<file path="src/rtl/iidl_pkg.sv">
`timescale 1ns / 1ps
package iidl_pkg;

  // list geometry
  localparam int DEPTH      = 64;
  localparam int WORD_BITS  = 32;

  // fixed field widths
  localparam int OP_BITS     = 2;
  localparam int POS_BITS    = 7;
  localparam int VALUE_BITS  = 32;
  localparam int COUNT_BITS  = 7;
  localparam int STATUS_BITS = 2;

  // derived widths
  localparam int IDX_BITS = (DEPTH > 1) ? $clog2(DEPTH) : 1;
  localparam int CNT_BITS = $clog2(DEPTH + 1);
  localparam int CMP_BITS = (POS_BITS > CNT_BITS) ? POS_BITS : CNT_BITS;

  // read-back OR tree
  localparam int GROUP_SIZE = 8;
  localparam int NUM_GROUPS = (DEPTH + GROUP_SIZE - 1) / GROUP_SIZE;

  typedef logic [WORD_BITS-1:0] word_t;

  typedef enum logic [OP_BITS-1:0] {
    OP_READ   = 2'd0,
    OP_INSERT = 2'd1,
    OP_DELETE = 2'd2
  } op_t;

  typedef enum logic [STATUS_BITS-1:0] {
    ST_OK    = 2'd0,
    ST_RANGE = 2'd1,
    ST_FULL  = 2'd2
  } status_t;

  typedef enum logic [1:0] {
    S_IDLE,
    S_EXEC,
    S_FOLD
  } state_t;

  // command broadcast to every cell
  typedef struct packed {
    logic                ins;
    logic                del;
    logic                rd;
    logic [POS_BITS-1:0] pos;
  } cmd_t;

endpackage

</file>
<file path="src/rtl/iidl_cell.sv">
`timescale 1ns / 1ps
module iidl_cell (
  input  logic                          clk,
  input  iidl_pkg::cmd_t                cmd,
  input  logic [iidl_pkg::IDX_BITS-1:0] index,
  input  iidl_pkg::word_t               prev_word,
  input  iidl_pkg::word_t               next_word,
  input  iidl_pkg::word_t               value,
  output iidl_pkg::word_t               word,
  output iidl_pkg::word_t               rd_word
);

  iidl_pkg::word_t                      word_r;
  iidl_pkg::word_t                      word_nxt;
  logic [iidl_pkg::CMP_BITS-1:0]        idx_c;
  logic [iidl_pkg::CMP_BITS-1:0]        pos_c;

  assign idx_c = iidl_pkg::CMP_BITS'(index);
  assign pos_c = iidl_pkg::CMP_BITS'(cmd.pos);

  always_comb begin
    word_nxt = word_r;
    if (cmd.ins) begin
      if (idx_c == pos_c) begin
        word_nxt = value;
      end else if (idx_c > pos_c) begin
        word_nxt = prev_word;
      end
    end else if (cmd.del) begin
      if (idx_c >= pos_c) begin
        word_nxt = next_word;
      end
    end
  end

  always_ff @(posedge clk) begin
    word_r <= word_nxt;
  end

  assign word    = word_r;
  assign rd_word = (cmd.rd && (idx_c == pos_c)) ? word_r : '0;

endmodule

</file>
<file path="config.mk">
export PLATFORM = sky130hd
export DESIGN_NAME = iidl_cell
export DESIGN_NICKNAME = d
export VERILOG_FILES = /design/src/rtl/iidl_pkg.sv /design/src/rtl/iidl_cell.sv
export SDC_FILE = /design/constraint.sdc
export NUM_CORES = 1
export LEC_CHECK = 0
export CELL_PAD_IN_SITES_DETAIL_PLACEMENT = 1
export CELL_PAD_IN_SITES_GLOBAL_PLACEMENT = 2
export CORE_ASPECT_RATIO = 0.8
export CORE_MARGIN = 5
export CORE_UTILIZATION = 32
export CTS_BUF_LIST = sky130_fd_sc_hd__clkbuf_16
export DETAILED_ROUTE_END_ITERATION = 10
export DONT_BUFFER_PORTS = 1
export PLACE_DENSITY = 0.84
export SYNTH_ARGS = -nofsm -noshare
export SYNTH_HDL_FRONTEND = slang
export SYNTH_SLANG_ARGS = --single-unit
</file>
<file path="constraint.sdc">
create_clock -name clk -period 6 [get_ports clk]
set_input_delay 0.6 -clock clk [delete_from_list [all_inputs] [get_ports clk]]
set_output_delay 0.6 -clock clk [all_outputs]
set_load 0.005 [all_outputs]
</file>
==> results by group <==
Logic synthesis
  – Syn Area/Cell: 9.13 µm²
  – Mux contribution to synthesized area: 0%
  – Synth Flop Type: edfxtp_1
  – Synth Area in Compound Gates: 17.7%
  – Top cells by area, synth: edfxtp_1 (43%), and3_1 (9.3%), a31oi_1 (9.0%)
  – Syn nets: 363
  – Ys Warns: 0
  – Synth Area in XOR/XNOR: 0%
  – Simple-gate share of the synthesized area: 27.1%
  – Top-area cell type share of the netlist area: 43.1%
  – Area of the mapped netlist: 0.00223 mm²
  – Register area share after synthesis: 43.1%
  – Main combinational cell family by area after synthesis: simple AND/OR/NAND/NOR gates
  – #FFs+latches synth: 32
  – Syn Inst Count: 244
  – Number of synthesized flops with an enable pin: 32
  – Async S/R FF share, synth: 0%
  – Netlist cell types: 25
  – Adder-Cell Fraction of Synth Area: 3.37%
  – Top cell type by total area after synthesis: edfxtp_1

Setup path
  – WS Path Type: in2out
  – Critical path peak fanout: 33
  – Critical Path Sink Type: output port
  – Critical path launch point type: input pin
  – CP Data Arrival Time: 2660 ps
  – Required @ worst endpoint: approximately 5400 ps

Power
  – Lkg Pwr: 0.870 nW
  – Pwr/cell area: 273 mW/mm²
  – VDD IR max: 0.0000925 V

Clock tree
  – Setup repair bufs after CTS: 0
  – Hold-fix buffers, CTS: 0
  – Root buffer cell: clkbuf_16
  – CTS resizes: 0
  – Clock slew at reported path FFs: 50 ps
  – Total CTS buffers: 5
  – H-tree depth: 2
  – CTS tree: yes
  – Clock sink count: 32
  – Clock Tree Buf Depth: 2

STA
  – Period utilisation layout: between 50% and 60%
  – Unrepaired setup endpoints after global routing: false
  – Setup TNS: 0 ps
  – Min Clock Period, post-route: 3260 ps
  – Setup violations, final: 0
  – Max Clk Rate: 306 MHz
  – Final Max Slew Viols: 0
  – Actual slew at the worst max-slew pin: 1050 ps
  – Rel. slew slack: 30.1%
  – Hold Fails Final Rpt: 0

Finish
  – Multi-input gate area: between 0.001 and 0.0015 mm²
  – Nets: 347
  – Sequential cell area: just under 0.001 mm²
  – Post-Layout Inst Area: 0.00238 mm²
  – Max reg flops: 32
  – Layout area overhead: 6.85%
  – Fillcell total: approximately 780
  – Diode count: 0
  – Ratio of cells with drive above 1 in the final layout: 11.8%

Global route
  – Initial antenna violation count: 0
  – Total GRT Usage: between 10% and 20%
  – Largest net degree at the start of global routing: between 60 and 70
  – Vias in the first global route: 1980
  – First-pass GRT wire length: 10.9 mm
  – Grt ovf: 0

Floorplan
  – Initial core utilization: roughly 33%
  – Row cnt: 27
  – Die X: 103 µm
  – I/O pin count: 177
  – Die Span Y: 84.6 µm
  – Die ar.: 0.00874 mm²
  – Core ar.: 0.00682 mm²

Route
  – Starting DRC count in detailed routing: 53
  – WL/cell: 23.6 µm
  – Via count: 1951
  – DRC: 0
  – DR pass1 iterations: 4
  – Antenna viol nets, final: 0
  – Avg Vias per Cell: 6.17
  – DRT Wirelength: 7.47 mm

Min path
  – HP Class: in2reg

Placement
  – PortBufs: 0
  – Global placer's final weighted congestion: around 0.85
  – Placed Instance Area: 0.00221 mm²
  – Detailed Place HPWL: 5.46 mm

Job
  – Maxcap violations: 0

Run status
  – Status: finished clean
-- where the power goes --
| part | internal [mW] | total [mW] | switching, mW |
|---|---|---|---|
| Clock | 0.195 | 0.291 | 0.0960 |
| Sequential | 0.274 | 0.291 | 0.0171 |
| Combinational | 0.0226 | 0.0676 | 0.0450 |
| Total | 0.492 | 0.650 | 0.158 |
-- metrics by stage --
stage                     hold slack, ps  setup slack [ps]  power, mW  util [%]  std cells
final                                559              2740      0.650      34.9        316
after global routing                 549              2490      0.679      34.9        316
after CTS                            546              2730      0.658      34.9        316
after detailed placement             833              2730      0.366      32.4        308
after global placement               823              2810      0.363      32.4        308
after floorplan                      849              1670      0.351         -        244
-- critical path, stage by stage --
cell      delay (ps)
inv_1             20
ha_1             340
nand4b_4         400
nor2_2           970
and3_1           330
-- path summary, 6_finish.rpt --
check | start | endpoint | slack [ps] | depth (start not counted)
setup / recovery | cmd[5] | rd_word[11] | 2740 | 5
hold / removal | cmd[9] | word[11]$_DFFE_PP_ | 560 | 1
-- cells in the mapped netlist, drive strengths merged, types with 2 or more instances --
master and n:
ha 6, dlygate4sd1 2, nand3 33, nor2 34
a31oi 32, inv 6, buf 10, clkbuf 15
and3 33, edfxtp 32, o21ai 33
-- cell families (layout without fill, tap and decap cells) --
family	Yosys count	after routing
flops	32	32
fa+ha+maj	6	6
buf+inv	33	18
simple gates	104	104
compound gates	69	69
-- per-layer routing --
layer / global-route usage, % / part of all wire, %
met1: 20.2 / 41
met2: 27.0 / 48
met3: 4.49 / 9.0
met4: 4.47 / 1.4
met5: 0 / 0
-- layout make-up --
cell class | count | area share (%)
clock inverter | 3 | 1.79
inverter | 6 | 0.946
multi-input combinational | 179 | 45.8
clock buffer | 5 | 5.25
timing repair buffer | 4 | 1.26
tap | 87 | 4.57
sequential | 32 | 40.4
-- placed cells by master, fill, tap and decap left out --
cell type | synthesis | routed
nand4b_4 | 1 | 1
nor2_2 | 1 | 1
clkinvlp_4 | 0 | 1
nand2b_1 | 1 | 1
bufinv_16 | 0 | 1
o21ai_0 | 33 | 33
nor2_1 | 33 | 33
clkinv_2 | 0 | 1
a211oi_1 | 1 | 1
and4b_1 | 1 | 1
a31oi_1 | 32 | 32
edfxtp_1 | 32 | 32
a21oi_1 | 1 | 1
a21o_1 | 1 | 1
ha_1 | 6 | 6
clkbuf_16 | 0 | 5
inv_1 | 6 | 6
nand3_2 | 11 | 11
or2_2 | 1 | 1
and3_1 | 33 | 33
nand3_1 | 22 | 22
buf_4 | 2 | 4
o32ai_4 | 0 | 1
(Power assumes the default switching activity.)
